[src/rtl/ers_pkg.sv]
// ----------------------------------------------------------------------------
// ers_pkg
// Types and constants shared by the emission rate scheduler files.
// ----------------------------------------------------------------------------
package ers_pkg;

    localparam int CFG_IDX_W = 3;
    localparam int CFG_DATA_W = 32;
    localparam int T_BITS = 28;
    localparam int DIV_W = 34;

    localparam logic [CFG_IDX_W-1:0] CFG_LOOP_MODE = 3'd0;
    localparam logic [CFG_IDX_W-1:0] CFG_RATE      = 3'd1;
    localparam logic [CFG_IDX_W-1:0] CFG_SPACING   = 3'd2;
    localparam logic [CFG_IDX_W-1:0] CFG_TELEPORT  = 3'd3;
    localparam logic [CFG_IDX_W-1:0] CFG_FRAME_LIM = 3'd4;

    typedef struct packed {
        logic               kind;
        logic [15:0]        delta_time;
        logic signed [31:0] pos_x;
        logic signed [31:0] pos_y;
        logic signed [31:0] pos_z;
    } t_in_item;

    typedef struct packed {
        logic signed [31:0] spawn_x;
        logic signed [31:0] spawn_y;
        logic signed [31:0] spawn_z;
        logic               last;
    } t_out_item;

    typedef struct packed {
        logic [DIV_W-1:0] rem0;
        logic [DIV_W-1:0] num;
        logic [32:0]      den;
        logic [5:0]       steps;
    } t_div_req;

    typedef enum logic [4:0] {
        ST_IDLE,
        ST_SQ,
        ST_SUM,
        ST_SQRT,
        ST_PLAN,
        ST_DIVC,
        ST_DCQ,
        ST_CNT,
        ST_DIVM,
        ST_REST,
        ST_TGO,
        ST_TDIV,
        ST_TLOAD,
        ST_MUL,
        ST_OUT,
        ST_FLAT,
        ST_FIN
    } t_state;

endpackage

[src/rtl/ers_div.sv]
// ----------------------------------------------------------------------------
// ers_div
// Restoring divider, one quotient bit per cycle, remainder preload.
// ----------------------------------------------------------------------------
module ers_div (
    input  logic                    i_clk,
    input  logic                    i_rst_n,
    input  logic                    i_start,
    input  ers_pkg::t_div_req       i_req,
    output logic                    o_done,
    output logic [ers_pkg::DIV_W-1:0] o_quot,
    output logic [ers_pkg::DIV_W-1:0] o_rem
);

    logic                      r_busy;
    logic [5:0]                r_cnt;
    logic [ers_pkg::DIV_W-1:0] r_rem;
    logic [ers_pkg::DIV_W-1:0] r_num;
    logic [ers_pkg::DIV_W-1:0] r_quot;
    logic [32:0]               r_den;
    logic [ers_pkg::DIV_W:0]   sh;
    logic [ers_pkg::DIV_W:0]   diff;
    logic                      ge;

    assign sh   = {r_rem, r_num[ers_pkg::DIV_W-1]};
    assign ge   = sh >= {2'b00, r_den};
    assign diff = sh - {2'b00, r_den};

    always_ff @(posedge i_clk) begin
        if (!i_rst_n) begin
            r_busy <= 1'b0;
            r_cnt  <= '0;
        end else if (i_start) begin
            r_busy <= 1'b1;
            r_cnt  <= i_req.steps;
            r_rem  <= i_req.rem0;
            r_num  <= i_req.num;
            r_den  <= i_req.den;
            r_quot <= '0;
        end else if (r_busy) begin
            r_rem  <= ge ? diff[ers_pkg::DIV_W-1:0] : sh[ers_pkg::DIV_W-1:0];
            r_quot <= {r_quot[ers_pkg::DIV_W-2:0], ge};
            r_num  <= {r_num[ers_pkg::DIV_W-2:0], 1'b0};
            r_cnt  <= r_cnt - 6'd1;
            if (r_cnt == 6'd1) begin
                r_busy <= 1'b0;
            end
        end
    end

    assign o_done = r_busy && (r_cnt == 6'd1);
    assign o_quot = r_quot;
    assign o_rem  = r_rem;

endmodule

[src/rtl/emission_rate_scheduler.sv]
// ----------------------------------------------------------------------------
// emission_rate_scheduler
// Turns frame ticks into spawn positions from time credit and path spacing.
// ----------------------------------------------------------------------------
// Input channel (i_in_valid/o_in_ready) takes one tick or restart per
// transfer; output channel (o_out_valid/i_out_ready) gives one spawn per
// transfer, last set on the final spawn of a tick. Registers are written
// through i_cfg_we/i_cfg_idx/i_cfg_wdata, by the user only while the block is
// idle; the block itself does not enforce this. A restart is taken in idle; a
// stopped tick goes straight to the finish state. A one-shot burst gives its
// spawns from the flat state, one per cycle while the receiver is ready.
// A loop mode tick runs a bit-serial squaring and a square root first; a still
// or teleport tick then gives its spawns at the current position.
// A moving tick adds two divisions through the shared divider (the first
// skipped when the path is too short for a spawn), then for each spawn a
// fraction division and a shift-add multiply on all three axes.
// o_in_ready is high only between ticks; a spawn sitting in the output
// register does not hold off the next tick, but a stalled receiver holds
// the spawn sequence at the output register.
// Reset returns the registers to their defaults, clears the credit,
// distance rest and stop flag and drops any pending spawn.
// ----------------------------------------------------------------------------
module emission_rate_scheduler #(
    parameter int MAX_EMIT  = 64,
    parameter int FRAC_BITS = 16
) (
    input  logic                               i_clk,
    input  logic                               i_rst_n,
    input  logic                               i_in_valid,
    output logic                               o_in_ready,
    input  ers_pkg::t_in_item                  i_in_data,
    output logic                               o_out_valid,
    input  logic                               i_out_ready,
    output ers_pkg::t_out_item                 o_out_data,
    input  logic                               i_cfg_we,
    input  logic [ers_pkg::CFG_IDX_W-1:0]      i_cfg_idx,
    input  logic [ers_pkg::CFG_DATA_W-1:0]     i_cfg_wdata
);

    localparam logic [63:0] ONE_FX      = 64'd1 << FRAC_BITS;
    localparam logic [31:0] MIN_SPACING = 32'((ONE_FX + 64'd999) / 64'd1000);
    localparam logic [31:0] MIN_MOVE    = 32'(ONE_FX / 64'd10000);
    localparam int          CW          = $clog2(MAX_EMIT + 1);
    localparam logic [63:0] T_HALF      = 64'd1 << (ers_pkg::T_BITS - 1);

    ers_pkg::t_state r_state, n_state;

    logic        r_loop_mode;
    logic [15:0] r_rate;
    logic [31:0] r_spacing;
    logic [31:0] r_tele;
    logic [6:0]  r_flim;

    logic [15:0] r_credit;
    logic [31:0] r_rest;
    logic        r_have_prev;
    logic        r_stopped;

    logic [31:0] r_prev [3];
    logic [31:0] r_cur  [3];
    logic [31:0] r_mag  [3];
    logic        r_neg  [3];
    logic [63:0] r_acc  [3];
    logic [31:0] r_mpl  [3];

    logic [5:0]    r_step;
    logic [15:0]   r_tc;
    logic [65:0]   r_sqv;
    logic [34:0]   r_sqrem;
    logic [32:0]   r_root;
    logic [35:0]   r_ed;
    logic [34:0]   r_dc;
    logic [CW-1:0] r_cnt_n;
    logic [CW-1:0] r_idx;
    logic          r_path;

    logic               r_out_valid;
    ers_pkg::t_out_item r_out;

    logic                      in_ready;
    logic                      load_out;
    logic                      div_start;
    ers_pkg::t_div_req         div_req;
    logic                      div_done;
    logic [ers_pkg::DIV_W-1:0] div_quot;
    logic [ers_pkg::DIV_W-1:0] div_rem;

    logic [31:0]   sp;
    logic [CW-1:0] lim;
    logic [CW-1:0] oneshot_n;
    logic [CW-1:0] flat_n;
    logic [31:0]   in_pos [3];
    logic [31:0]   eff_prev [3];
    logic [32:0]   delta [3];
    logic [31:0]   sum;
    logic          tele;
    logic          moving;
    logic [32:0]   first;
    logic          first_le;
    logic [34:0]   dc_max;
    logic [CW-1:0] cnt_sel;
    logic [33:0]   ed_clip;
    logic [33:0]   frac_x;
    logic [36:0]   sq_sh;
    logic [36:0]   sq_trial;
    logic          is_last;
    logic [31:0]   lerp_v [3];
    logic [63:0]   off_w  [3];

    ers_div u_div (
        .i_clk   (i_clk),
        .i_rst_n (i_rst_n),
        .i_start (div_start),
        .i_req   (div_req),
        .o_done  (div_done),
        .o_quot  (div_quot),
        .o_rem   (div_rem)
    );

    assign sp = (r_spacing > MIN_SPACING) ? r_spacing : MIN_SPACING;

    always_comb begin
        if (r_flim == 7'd0) begin
            lim = CW'(1);
        end else if (r_flim > 7'(MAX_EMIT)) begin
            lim = CW'(MAX_EMIT);
        end else begin
            lim = r_flim[CW-1:0];
        end
    end

    assign oneshot_n = (r_rate > 16'(MAX_EMIT)) ? CW'(MAX_EMIT) : r_rate[CW-1:0];
    assign flat_n    = (r_tc > 16'(lim)) ? lim : r_tc[CW-1:0];
    assign sum       = {16'd0, r_credit} + r_rate * i_in_data.delta_time;

    assign in_pos[0] = i_in_data.pos_x;
    assign in_pos[1] = i_in_data.pos_y;
    assign in_pos[2] = i_in_data.pos_z;

    always_comb begin
        for (int k = 0; k < 3; k++) begin
            eff_prev[k] = r_have_prev ? r_prev[k] : in_pos[k];
            delta[k]    = {in_pos[k][31], in_pos[k]} - {eff_prev[k][31], eff_prev[k]};
            off_w[k]    = (r_acc[k] + T_HALF) >> ers_pkg::T_BITS;
            lerp_v[k]   = r_neg[k] ? r_prev[k] - off_w[k][31:0]
                                   : r_prev[k] + off_w[k][31:0];
        end
    end

    assign tele     = (r_tele != 32'd0) && (r_root > {1'b0, r_tele});
    assign moving   = (r_root > {1'b0, MIN_MOVE}) && !tele;
    assign first    = {1'b0, sp} - {1'b0, r_rest};
    assign first_le = $signed({{2{first[32]}}, first}) <= $signed({2'b00, r_root});
    assign dc_max   = (r_dc > {19'd0, r_tc}) ? r_dc : {19'd0, r_tc};
    assign cnt_sel  = (dc_max > 35'(lim)) ? lim : dc_max[CW-1:0];
    assign ed_clip  = r_ed[35] ? 34'd0 : r_ed[33:0];
    assign frac_x   = r_path ? ed_clip : 34'(r_idx) + 34'd1;
    assign sq_sh    = {r_sqrem, r_sqv[65:64]};
    assign sq_trial = {2'b00, r_root, 2'b01};
    assign is_last  = (r_idx == r_cnt_n - CW'(1));

    always_ff @(posedge i_clk) begin
        if (!i_rst_n) begin
            r_state <= ers_pkg::ST_IDLE;
        end else begin
            r_state <= n_state;
        end
    end

    always_comb begin
        n_state   = r_state;
        in_ready  = 1'b0;
        load_out  = 1'b0;
        div_start = 1'b0;
        div_req   = '0;
        case (r_state)
            ers_pkg::ST_IDLE: begin
                in_ready = 1'b1;
                if (i_in_valid && !i_in_data.kind) begin
                    if (r_stopped) begin
                        n_state = ers_pkg::ST_FIN;
                    end else if (!r_loop_mode) begin
                        n_state = (oneshot_n != '0) ? ers_pkg::ST_FLAT : ers_pkg::ST_FIN;
                    end else begin
                        n_state = ers_pkg::ST_SQ;
                    end
                end
            end
            ers_pkg::ST_SQ: begin
                if (r_step == 6'd1) begin
                    n_state = ers_pkg::ST_SUM;
                end
            end
            ers_pkg::ST_SUM: begin
                n_state = ers_pkg::ST_SQRT;
            end
            ers_pkg::ST_SQRT: begin
                if (r_step == 6'd1) begin
                    n_state = ers_pkg::ST_PLAN;
                end
            end
            ers_pkg::ST_PLAN: begin
                if (moving) begin
                    if (first_le) begin
                        div_start     = 1'b1;
                        div_req.num   = {1'b0, r_root} - {first[32], first};
                        div_req.den   = {1'b0, sp};
                        div_req.steps = 6'(ers_pkg::DIV_W);
                        n_state       = ers_pkg::ST_DIVC;
                    end else begin
                        n_state = ers_pkg::ST_CNT;
                    end
                end else begin
                    n_state = (flat_n != '0) ? ers_pkg::ST_FLAT : ers_pkg::ST_FIN;
                end
            end
            ers_pkg::ST_DIVC: begin
                if (div_done) begin
                    n_state = ers_pkg::ST_DCQ;
                end
            end
            ers_pkg::ST_DCQ: begin
                n_state = ers_pkg::ST_CNT;
            end
            ers_pkg::ST_CNT: begin
                div_start     = 1'b1;
                div_req.num   = {2'b00, r_rest} + {1'b0, r_root};
                div_req.den   = {1'b0, sp};
                div_req.steps = 6'(ers_pkg::DIV_W);
                n_state       = ers_pkg::ST_DIVM;
            end
            ers_pkg::ST_DIVM: begin
                if (div_done) begin
                    n_state = ers_pkg::ST_REST;
                end
            end
            ers_pkg::ST_REST: begin
                n_state = (r_cnt_n != '0) ? ers_pkg::ST_TGO : ers_pkg::ST_FIN;
            end
            ers_pkg::ST_TGO: begin
                div_start     = 1'b1;
                div_req.rem0  = {1'b0, frac_x[33:1]};
                div_req.num   = {frac_x[0], 33'd0};
                div_req.den   = r_path ? r_root : 33'(r_cnt_n);
                div_req.steps = 6'(ers_pkg::T_BITS + 1);
                n_state       = ers_pkg::ST_TDIV;
            end
            ers_pkg::ST_TDIV: begin
                if (div_done) begin
                    n_state = ers_pkg::ST_TLOAD;
                end
            end
            ers_pkg::ST_TLOAD: begin
                n_state = ers_pkg::ST_MUL;
            end
            ers_pkg::ST_MUL: begin
                if (r_step == 6'd1) begin
                    n_state = ers_pkg::ST_OUT;
                end
            end
            ers_pkg::ST_OUT: begin
                if (!r_out_valid || i_out_ready) begin
                    load_out = 1'b1;
                    n_state  = is_last ? ers_pkg::ST_FIN : ers_pkg::ST_TGO;
                end
            end
            ers_pkg::ST_FLAT: begin
                if (!r_out_valid || i_out_ready) begin
                    load_out = 1'b1;
                    n_state  = is_last ? ers_pkg::ST_FIN : ers_pkg::ST_FLAT;
                end
            end
            ers_pkg::ST_FIN: begin
                n_state = ers_pkg::ST_IDLE;
            end
            default: begin
                n_state = ers_pkg::ST_IDLE;
            end
        endcase
    end

    always_ff @(posedge i_clk) begin
        if (!i_rst_n) begin
            r_loop_mode <= 1'b1;
            r_rate      <= 16'd10;
            r_spacing   <= 32'd65536;
            r_tele      <= 32'd0;
            r_flim      <= 7'd64;
            r_credit    <= 16'd0;
            r_rest      <= 32'd0;
            r_have_prev <= 1'b0;
            r_stopped   <= 1'b0;
            r_out_valid <= 1'b0;
            for (int k = 0; k < 3; k++) begin
                r_prev[k] <= 32'd0;
            end
        end else begin
            if (i_cfg_we) begin
                case (i_cfg_idx)
                    ers_pkg::CFG_LOOP_MODE: r_loop_mode <= i_cfg_wdata[0];
                    ers_pkg::CFG_RATE:      r_rate      <= i_cfg_wdata[15:0];
                    ers_pkg::CFG_SPACING:   r_spacing   <= i_cfg_wdata;
                    ers_pkg::CFG_TELEPORT:  r_tele      <= i_cfg_wdata;
                    ers_pkg::CFG_FRAME_LIM: r_flim      <= i_cfg_wdata[6:0];
                    default: ;
                endcase
            end

            if (load_out) begin
                r_out_valid <= 1'b1;
            end else if (i_out_ready) begin
                r_out_valid <= 1'b0;
            end

            case (r_state)
                ers_pkg::ST_IDLE: begin
                    if (i_in_valid && i_in_data.kind) begin
                        r_credit    <= 16'd0;
                        r_rest      <= 32'd0;
                        r_have_prev <= 1'b0;
                        r_stopped   <= 1'b0;
                    end else if (i_in_valid) begin
                        r_have_prev <= 1'b1;
                        r_idx       <= '0;
                        r_step      <= 6'd32;
                        for (int k = 0; k < 3; k++) begin
                            r_cur[k]  <= in_pos[k];
                            r_prev[k] <= eff_prev[k];
                            r_neg[k]  <= delta[k][32];
                            r_mag[k]  <= delta[k][32] ? 32'(-delta[k]) : delta[k][31:0];
                            r_mpl[k]  <= delta[k][32] ? 32'(-delta[k]) : delta[k][31:0];
                            r_acc[k]  <= 64'd0;
                        end
                        if (!r_stopped && !r_loop_mode) begin
                            r_stopped <= 1'b1;
                            r_cnt_n   <= oneshot_n;
                        end else if (!r_stopped) begin
                            r_credit <= sum[15:0];
                            r_tc     <= sum[31:16];
                        end
                    end
                end
                ers_pkg::ST_SQ, ers_pkg::ST_MUL: begin
                    r_step <= r_step - 6'd1;
                    for (int k = 0; k < 3; k++) begin
                        r_acc[k] <= {r_acc[k][62:0], 1'b0}
                                  + (r_mpl[k][31] ? {32'd0, r_mag[k]} : 64'd0);
                        r_mpl[k] <= {r_mpl[k][30:0], 1'b0};
                    end
                end
                ers_pkg::ST_SUM: begin
                    r_sqv   <= {2'b00, r_acc[0]} + {2'b00, r_acc[1]} + {2'b00, r_acc[2]};
                    r_sqrem <= '0;
                    r_root  <= '0;
                    r_step  <= 6'd33;
                end
                ers_pkg::ST_SQRT: begin
                    r_step <= r_step - 6'd1;
                    r_sqv  <= {r_sqv[63:0], 2'b00};
                    if (sq_sh >= sq_trial) begin
                        r_sqrem <= 35'(sq_sh - sq_trial);
                        r_root  <= {r_root[31:0], 1'b1};
                    end else begin
                        r_sqrem <= sq_sh[34:0];
                        r_root  <= {r_root[31:0], 1'b0};
                    end
                end
                ers_pkg::ST_PLAN: begin
                    r_ed <= {{3{first[32]}}, first};
                    r_dc <= '0;
                    if (!moving) begin
                        r_cnt_n <= flat_n;
                        if (tele) begin
                            r_rest <= 32'd0;
                        end
                    end
                end
                ers_pkg::ST_DCQ: begin
                    r_dc <= {1'b0, div_quot} + 35'd1;
                end
                ers_pkg::ST_CNT: begin
                    r_cnt_n <= cnt_sel;
                    r_path  <= r_dc >= {19'd0, r_tc};
                end
                ers_pkg::ST_REST: begin
                    r_rest <= div_rem[31:0];
                end
                ers_pkg::ST_TLOAD: begin
                    r_step <= 6'(ers_pkg::T_BITS + 1);
                    for (int k = 0; k < 3; k++) begin
                        r_acc[k] <= 64'd0;
                        r_mpl[k] <= {div_quot[ers_pkg::T_BITS:0], 3'b000};
                    end
                end
                ers_pkg::ST_OUT: begin
                    if (load_out) begin
                        r_out.spawn_x <= lerp_v[0];
                        r_out.spawn_y <= lerp_v[1];
                        r_out.spawn_z <= lerp_v[2];
                        r_out.last    <= is_last;
                        r_idx         <= r_idx + CW'(1);
                        r_ed          <= r_ed + {4'd0, sp};
                    end
                end
                ers_pkg::ST_FLAT: begin
                    if (load_out) begin
                        r_out.spawn_x <= r_cur[0];
                        r_out.spawn_y <= r_cur[1];
                        r_out.spawn_z <= r_cur[2];
                        r_out.last    <= is_last;
                        r_idx         <= r_idx + CW'(1);
                    end
                end
                ers_pkg::ST_FIN: begin
                    for (int k = 0; k < 3; k++) begin
                        r_prev[k] <= r_cur[k];
                    end
                end
                default: ;
            endcase
        end
    end

    assign o_in_ready  = in_ready;
    assign o_out_valid = r_out_valid;
    assign o_out_data  = r_out;

endmodule

[config.mk]
export PLATFORM = sky130hd
export DESIGN_NAME = emission_rate_scheduler
export DESIGN_NICKNAME = d
export VERILOG_FILES = /design/src/rtl/ers_pkg.sv /design/src/rtl/ers_div.sv /design/src/rtl/emission_rate_scheduler.sv
export SDC_FILE = /design/constraint.sdc
export NUM_CORES = 2
export LEC_CHECK = 0
export ABC_AREA = 0
export BUFFER_PORTS_ARGS = -buffer_cell sky130_fd_sc_hd__buf_4
export CAP_MARGIN = 25
export CORE_AREA = 2 2 467 469
export CTS_CLUSTER_SIZE = 20
export DETAILED_ROUTE_END_ITERATION = 10
export DIE_AREA = 0 0 469 471
export PLACE_DENSITY_LB_ADDON = 0.08
export SETUP_SLACK_MARGIN = 0.1
export SYNTH_ARGS = -nofsm -noshare
export SYNTH_HDL_FRONTEND = slang
export SYNTH_SLANG_ARGS = --single-unit
[constraint.sdc]
create_clock -name i_clk -period 10.85 [get_ports i_clk]
set_input_delay 1.085 -clock i_clk [delete_from_list [all_inputs] [get_ports i_clk]]
set_output_delay 1.085 -clock i_clk [all_outputs]
set_load 0.005 [all_outputs]
# Yosys cells after proc, flatten, opt, wreduce, memory -nomap -nowiden
# Memory sizes are Yosys's and may differ from the RTL's.
# Index checks and enable logic that the tools add are counted.
[word_totals]
mem_count = 6
ff_bits = 625
inputBits = 153
word_cells = 336
out_inout_bits = 99
ram_bits = 579
[op_classes]
n_eq_ne = 43
n_bitwise = 21
mux = 133
add_sub_neg = 33
n_lt_le_gt_ge = 12
reduce_logical = 56
multipliers = 1
[memory_table]
columns = ["name", "words", "width", "rd", "rd_ports_with_merged_regs", "wr", "line", "rtl"]
rows = [
  ["r_acc", 3, 64, 3, 0, 3, "emission_rate_scheduler.sv:63", "logic [63:0] r_acc [3];"],
  ["r_cur", 3, 32, 3, 0, 3, "emission_rate_scheduler.sv:60", "logic [31:0] r_cur [3];"],
  ["r_mag", 3, 32, 3, 0, 3, "emission_rate_scheduler.sv:61", "logic [31:0] r_mag [3];"],
  ["r_mpl", 3, 32, 3, 0, 3, "emission_rate_scheduler.sv:64", "logic [31:0] r_mpl [3];"],
  ["r_prev", 3, 32, 3, 0, 3, "emission_rate_scheduler.sv:59", "logic [31:0] r_prev [3];"],
  ["r_neg", 3, 1, 3, 0, 3, "emission_rate_scheduler.sv:62", "logic r_neg [3];"],
]
[ops]
columns = ["op", "count"]
rows = [
  ["two-way mux 32 bit", 28],
  ["two-way mux 64 bit", 6],
  ["two-way mux 34 bit", 8],
  ["one-hot mux 73 bit (3 select lines)", 1],
  ["two-way mux 97 bit", 2],
  ["one-hot mux 97 bit (2 select lines)", 1],
  ["adder 64 x 32 -> 64 bit", 3],
  ["adder 60 x 28 -> 60 bit (second input constant)", 3],
  ["two-way mux 73 bit", 2],
  ["one-hot mux 35 bit (2 select lines)", 2],
  ["one-hot mux 66 bit (2 select lines)", 1],
  ["subtractor 32 x 32 -> 33 bit", 4],
  ["adder 32 bit", 3],
  ["negator 32 bit", 3],
  ["one-hot mux 32 bit (3 select lines)", 1],
  ["subtractor 32 bit", 3],
  ["two-way mux 5 bit", 17],
  ["two-way mux 7 bit", 12],
  ["one-hot mux 5 bit (16 select lines)", 1],
  ["one-hot mux 36 bit (2 select lines)", 1],
  ["two-way mux 35 bit", 2],
  ["adder 65 x 64 -> 66 bit", 1],
  ["two-way mux 33 bit", 2],
  ["one-hot mux 33 bit (2 select lines)", 1],
  ["other kinds (67)", 191],
]

# Longest topological paths before layout
[depth]
ltp_word = 9
ltp_mapped = 37
depth_no_buf = 34

# Modules after synthesis
# Synthesis repeated with hierarchy kept, for this count alone.
[unflattened]
hier_cells = 10447
hier_area_um2 = 96938.0
[by_module_without_submodules]
columns = ["module", "cells_each", "seq_area_each_um2", "instances", "area_per_inst_um2"]
rows = [
  ["emission_rate_scheduler", 9761, 30449.2, 1, 89224.3],
  ["ers_div", 686, 4194.0, 1, 7713.6],
]

# Worst setup path before layout
# Ideal clock, no wire load.
[synth_timing]
kind = "reg2reg"
startpoint = "register r_spacing[25]"
endpoint = "register u_div.r_quot, in the netlist u_div.o_quot[0], enable pin"
t_arrival_ns = 8.998
stages_incl_launch_ff = 36
required_ns = 10.381
path_buffers = 2
period_less_slack_ns = 9.467
setup_ns = 0.469
slack_ns = 1.383
path_cell_list = "dfxtp_1 nor4_1 nand3_1 a211oi_1 nand2b_1 ha_1 inv_1 fa_1 a21o_1 a21oi_1 o21bai_1 a2111oi_0 nor3_1 nor3_1 o21ai_0 a21o_1 a21o_1 a21o_1 a21oi_1 xor2_1 inv_1 ha_1 clkbuf_1 a21o_1 a21o_1 a21o_1 a211oi_1 o21a_1 o211ai_1 nand2_1 a21oi_1 nor2_2 nor2_1 nand2_1 clkbuf_1 o21a_1"
[synth_via]
elab_chain_cells = 9
[synth_lines]
columns = ["element", "line", "rtl"]
rows = [
  ["from (decl)", "emission_rate_scheduler.sv:50", "logic [31:0] r_spacing;"],
  ["from (signal assigned)", "emission_rate_scheduler.sv:302", "ers_pkg::CFG_SPACING: r_spacing <= i_cfg_wdata;"],
  ["> comparator 32 x 7 -> 1 bit", "emission_rate_scheduler.sv:120", "assign sp = (r_spacing > MIN_SPACING) ? r_spacing : MIN_SPACING;"],
  ["two-way mux 32 bit *", "emission_rate_scheduler.sv:120", ""],
  ["subtractor 32 x 32 -> 33 bit *", "emission_rate_scheduler.sv:152", "assign first = {1'b0, sp} - {1'b0, r_rest};"],
  ["less-or-equal comparator 33 x 34 -> 1 bit *", "emission_rate_scheduler.sv:153", "assign first_le = $signed({{2{first[32]}}, first}) <= $signed({2'b00, r_root});"],
  ["two-way mux 1 bit *", "emission_rate_scheduler.sv:204", "if (first_le) begin"],
  ["two-way mux 1 bit *", "emission_rate_scheduler.sv:203", "if (moving) begin"],
  ["one-hot mux 1 bit (2 select lines) *", "emission_rate_scheduler.sv:176", "case (r_state)"],
  ["nonzero test 2 bit (no line) *", "n/a", ""],
  ["AND reduction 2 bit (no line) *", "n/a", ""],
  ["to (signal assigned)", "ers_div.sv:42", "r_quot <= {r_quot[ers_pkg::DIV_W-2:0], ge};"],
  ["to (decl)", "ers_div.sv:19", "logic [ers_pkg::DIV_W-1:0] r_quot;"],
]
# Mark *: on every way between the ends. The rest lies on a longest branch, timed or not.
# A chain may end at the register's enable or synchronous reset.

# Final worst setup path
[layout_timing]
startpoint = "register r_spacing[25]"
endpoint = "register u_div.r_num[3] in the netlist's numbering, data pin"
[layout_via]
elab_chain_cells = 8
word_cells_on_any_way = 12
cone_classes = "add/sub: 2; order compare: 2; mux: 8"
[layout_lines]
columns = ["element", "line", "rtl"]
rows = [
  ["> comparator 32 x 7 -> 1 bit", "emission_rate_scheduler.sv:120", ""],
  ["two-way mux 32 bit *", "emission_rate_scheduler.sv:120", ""],
  ["subtractor 32 x 32 -> 33 bit *", "emission_rate_scheduler.sv:152", ""],
  ["subtractor 33 x 34 -> 34 bit / less-or-equal comparator 33 x 34 -> 1 bit (equally long branches)", "emission_rate_scheduler.sv:206, emission_rate_scheduler.sv:153", ""],
  ["two-way mux 73 bit / two-way mux 1 bit (equally long branches)", "emission_rate_scheduler.sv:204", ""],
  ["two-way mux 73 bit / two-way mux 1 bit (equally long branches)", "emission_rate_scheduler.sv:203", ""],
  ["one-hot mux 73 bit (3 select lines) / one-hot mux 1 bit (2 select lines) (equally long branches)", "emission_rate_scheduler.sv:176", ""],
  ["two-way mux 34 bit *", "ers_div.sv:33", "end else if (i_start) begin"],
  ["to (signal assigned)", "ers_div.sv:37", "r_num <= i_req.num;"],
  ["to (signal assigned)", "ers_div.sv:43", "r_num <= {r_num[ers_pkg::DIV_W-2:0], 1'b0};"],
  ["to (decl)", "ers_div.sv:18", "logic [ers_pkg::DIV_W-1:0] r_num;"],
]
# Marks and branches as above.

==> results by group <==
Run status
  • Status: complete, no violations

Detailed routing
  • Routed wl met3: 17100 um
  • WL/cell: 23.5 um
  • DRT Wirelength: about 320000 um
  • DRC violations left: 0
  • Vias post-DR: 79300
  • Post-DRT Antenna Nets: 0
  • First-pass detailed-route iteration total: 5
  • Initial DRC Count: around 6800
  • Routed length on met2: 148000 um
  • Vias/cell: about 5.9
  • Met1 Wirelength: 142000 um
  • DR top layer: met5

Clocking
  • Hold_buf cts: 0
  • Root buffer cell: clkbuf_16
  • CTS clk-pin slew, worst paths: 60 ps
  • Clock sinks: 1204
  • Htree depth: 4
  • Post-CTS setup repair buffer count: 0
  • CTS resizes: 0
  • Clock tree buffer depth: 3
  • Worst skew pair latency: 850 ps
  • CTS tree: yes
  • TritonCTS buffer count: 150

Floorplan
  • Die X: 469 um
  • Initial core utilization: 44.7%
  • Site Rows: 171
  • Die Span Y: 471 um
  • Core Area: 216000 um^2
  • Die area: 221000 um^2
  • Io pins: 252

Placed design
  • Post-detail-place hpwl: between 200000 and 250000 um
  • Port Buffers: 251
  • Routability cong.: 0.939
  • Placed inst area: 101000 um^2

Final layout
  • Seq. cell area: 34600 um^2
  • Fin nets: 11800
  • Share of post-route cells with drive strength above 1: slightly below 7%
  • Area growth, synth to finish: 10.3%
  • Post-route cell area: 107000 um^2
  • Multi-input gate area: 58000 um^2
  • Filler Cells Inserted: 20400

Critical path
  • Critical path launch point: r_spacing[25]
  • Crit path max fanout: 64
  • RR Startpoint: r_spacing[25]
  • Crit. End Element: register
  • Setup crit start kind: register
  • Worst Setup Path Type: reg -> reg
  • CP arrival: a little over 10000 ps
  • CP max stage delay: 730 ps
  • Req. time, crit path: 11490 ps
  • CP max stage cell: a2111oi_0
  • CP dominant cell by count: a21o_1

STA
  • RSZ-0062 raised after global routing: false
  • Slew Limit Fails: 0
  • Worst-Margin Slew: approximately 1200 ps
  • Total negative setup slack: 0 ps
  • # setup viols final: 0
  • Slew margin rel.: 21.9%
  • Min cycle time layout: 9420 ps
  • Part of the cycle the worst path needs: 86.9%
  • Clock skew: 49.2 ps
  • Fmax: roughly 0.11 GHz
  • Final Hold Fails: 0

Min path
  • Hold Path Class: in -> reg
  • HP Start: i_in_data[0]

Global route
  • Antenna violations before repair: 10
  • Vias in the first global route: 76900
  • GRT Overall Usage: 28.4%
  • Grt total ovfl: 0
  • First-pass GRT wire length: 481000 um
  • Largest net degree at the start of global routing: 169

Yosys
  • Yosys reg bits: approximately 1200
  • Seq/Total Area, Yosys: 35.8%
  • Ys async rst share: 0%
  • Top post-synthesis cells by area: edfxtp_1, ha_1, fa_1, nand2_1, xnor2_1
  • EDFF count, synth: ~1100
  • Commonest cells post-synth: nand2_1, edfxtp_1, nor2_1
  • Mapped Nets: 11700
  • Ys flop type: edfxtp_1
  • Synthesized area: 96700 um^2
  • Synth Instances: 10500
  • Synth warnings: 0
  • Post-synth top area cell: edfxtp_1
  • Cell with the most instances after synthesis: nand2_1
  • Unique masters post-synth: 105
  • Post-synth top area share: 32.7%
  • Syn avg cell area: 9.21 um^2

Pwr
  • VDD IR max: 219 uV
  • PD cells: approximately 220 nW/um^2
  • Standby leakage power: between 40 and 50 nW

Flow run
  • MaxCap Viol Count: 0
## area by class of cell
type	count	share of cell area, %
Antenna cell	4	0.00939
Clock buffer	183	3.73
Clock inverter	87	1.08
Inverter	653	2.31
Multi-Input combinational cell	8189	54.4
Sequential cell	1204	32.5
Tap cell	2854	3.35
Timing Repair Buffer	361	2.65
## cells by family (layout without fill, tap and decap cells)
group	after synthesis	after routing	share of synthesized area (%)
AO/OA/AOI/OAI	2587	2587	17.3
XOR/XNOR	859	859	7.78
adder cells (fa/ha/maj)	1049	1049	15.8
AND/OR/NAND/NOR	3549	3549	17.4
multiplexers	145	145	1.53
buffers and inverters	1106	1284	4.34
flip-flops	1204	1204	35.8
other	0	4	0
## flip-flops by register name (all words and copies together) (netlist names), 34 cells and up
name          flops
r_cur            96
u_div.r_num      34
r_sqv            66
u_div.o_rem      34
r_prev           96
u_div.o_quot     34
r_mag            96
r_acc           192
r_sqrem          35
o_out_data       97
r_dc             35
r_mpl            96
r_ed             36
## report_power, final
group / leakage [nW] / internal [W] / switching, W
clock network: 2.49 / 0.00320 / 0.00216
registers: 11.1 / 0.00634 / 0.000683
logic: 29.4 / 0.00419 / 0.00683
total: 43.0 / 0.0137 / 0.00966
## critical path, delay by kind of cell, from the launching register on
kind	cells	cell delay, ps
adders and majority gates	3	1010
buffers and inverters	4	670
xor gates and xnor gates	1	280
AOI/OAI and AO/OA	16	3510
DFF	1	360
and+or+nand+nor	12	3310
## per-layer routing
| metal | track usage, % | up-vias |
|---|---|---|
| met5 | 0 | - |
| met4 | 9.54 | 2 |
| met3 | 3.23 | 417 |
| met2 | 46.2 | 2374 |
| met1 | 39.1 | 38900 |
| li1 | - | 37600 |
## worst paths after layout
| check | to | slack (ps) | cells past startpoint |
|---|---|---|---|
| worst min-delay path | r_cur[0][64] | 440 | 1 |
| worst min register to register | r_credit[4] | 470 | 2 |
| worst max register to register | u_div.r_num[3] | 1430 | 36 |
| worst max-delay path | u_div.r_num[3] | 1430 | 36 |
## per-stage QoR
step                hold slack [ps]  setup WS [ps]  std cells  utilization (%)  power (W)
finish                          444           1430      13500             49.3     0.0234
global route                    421            688      13500             49.3     0.0249
CTS                             405           1320      13500             49.3     0.0234
detailed placement              463           1350      13300             46.9     0.0180
global placement                455           1340      13300             46.9     0.0179
floorplan                       441           1380      10500                -     0.0148
## placed cells by master (no fill, tap or decap), drive strengths merged, types with 39 or more instances in the layout
master,count
nor3,236
nand2b,92
a22oi,89
nor4,76
o21a,119
o211ai,39
and2,264
edfxtp,1053
o21ai,580
ha,760
xor2,389
dfxtp,151
a211oi,58
buf,360
nor2b,146
fa,289
a22o,42
nor2,865
xnor2,470
inv,659
o31ai,49
o21bai,86
a21boi,113
clkinv,51
or3,84
nand3,247
clkbuf,184
nand2,1164
a31oi,73
mux2i,121
a21o,329
and3,119
a21oi,700
nand4,122
Note: power is estimated with default switching activity, not from simulation.
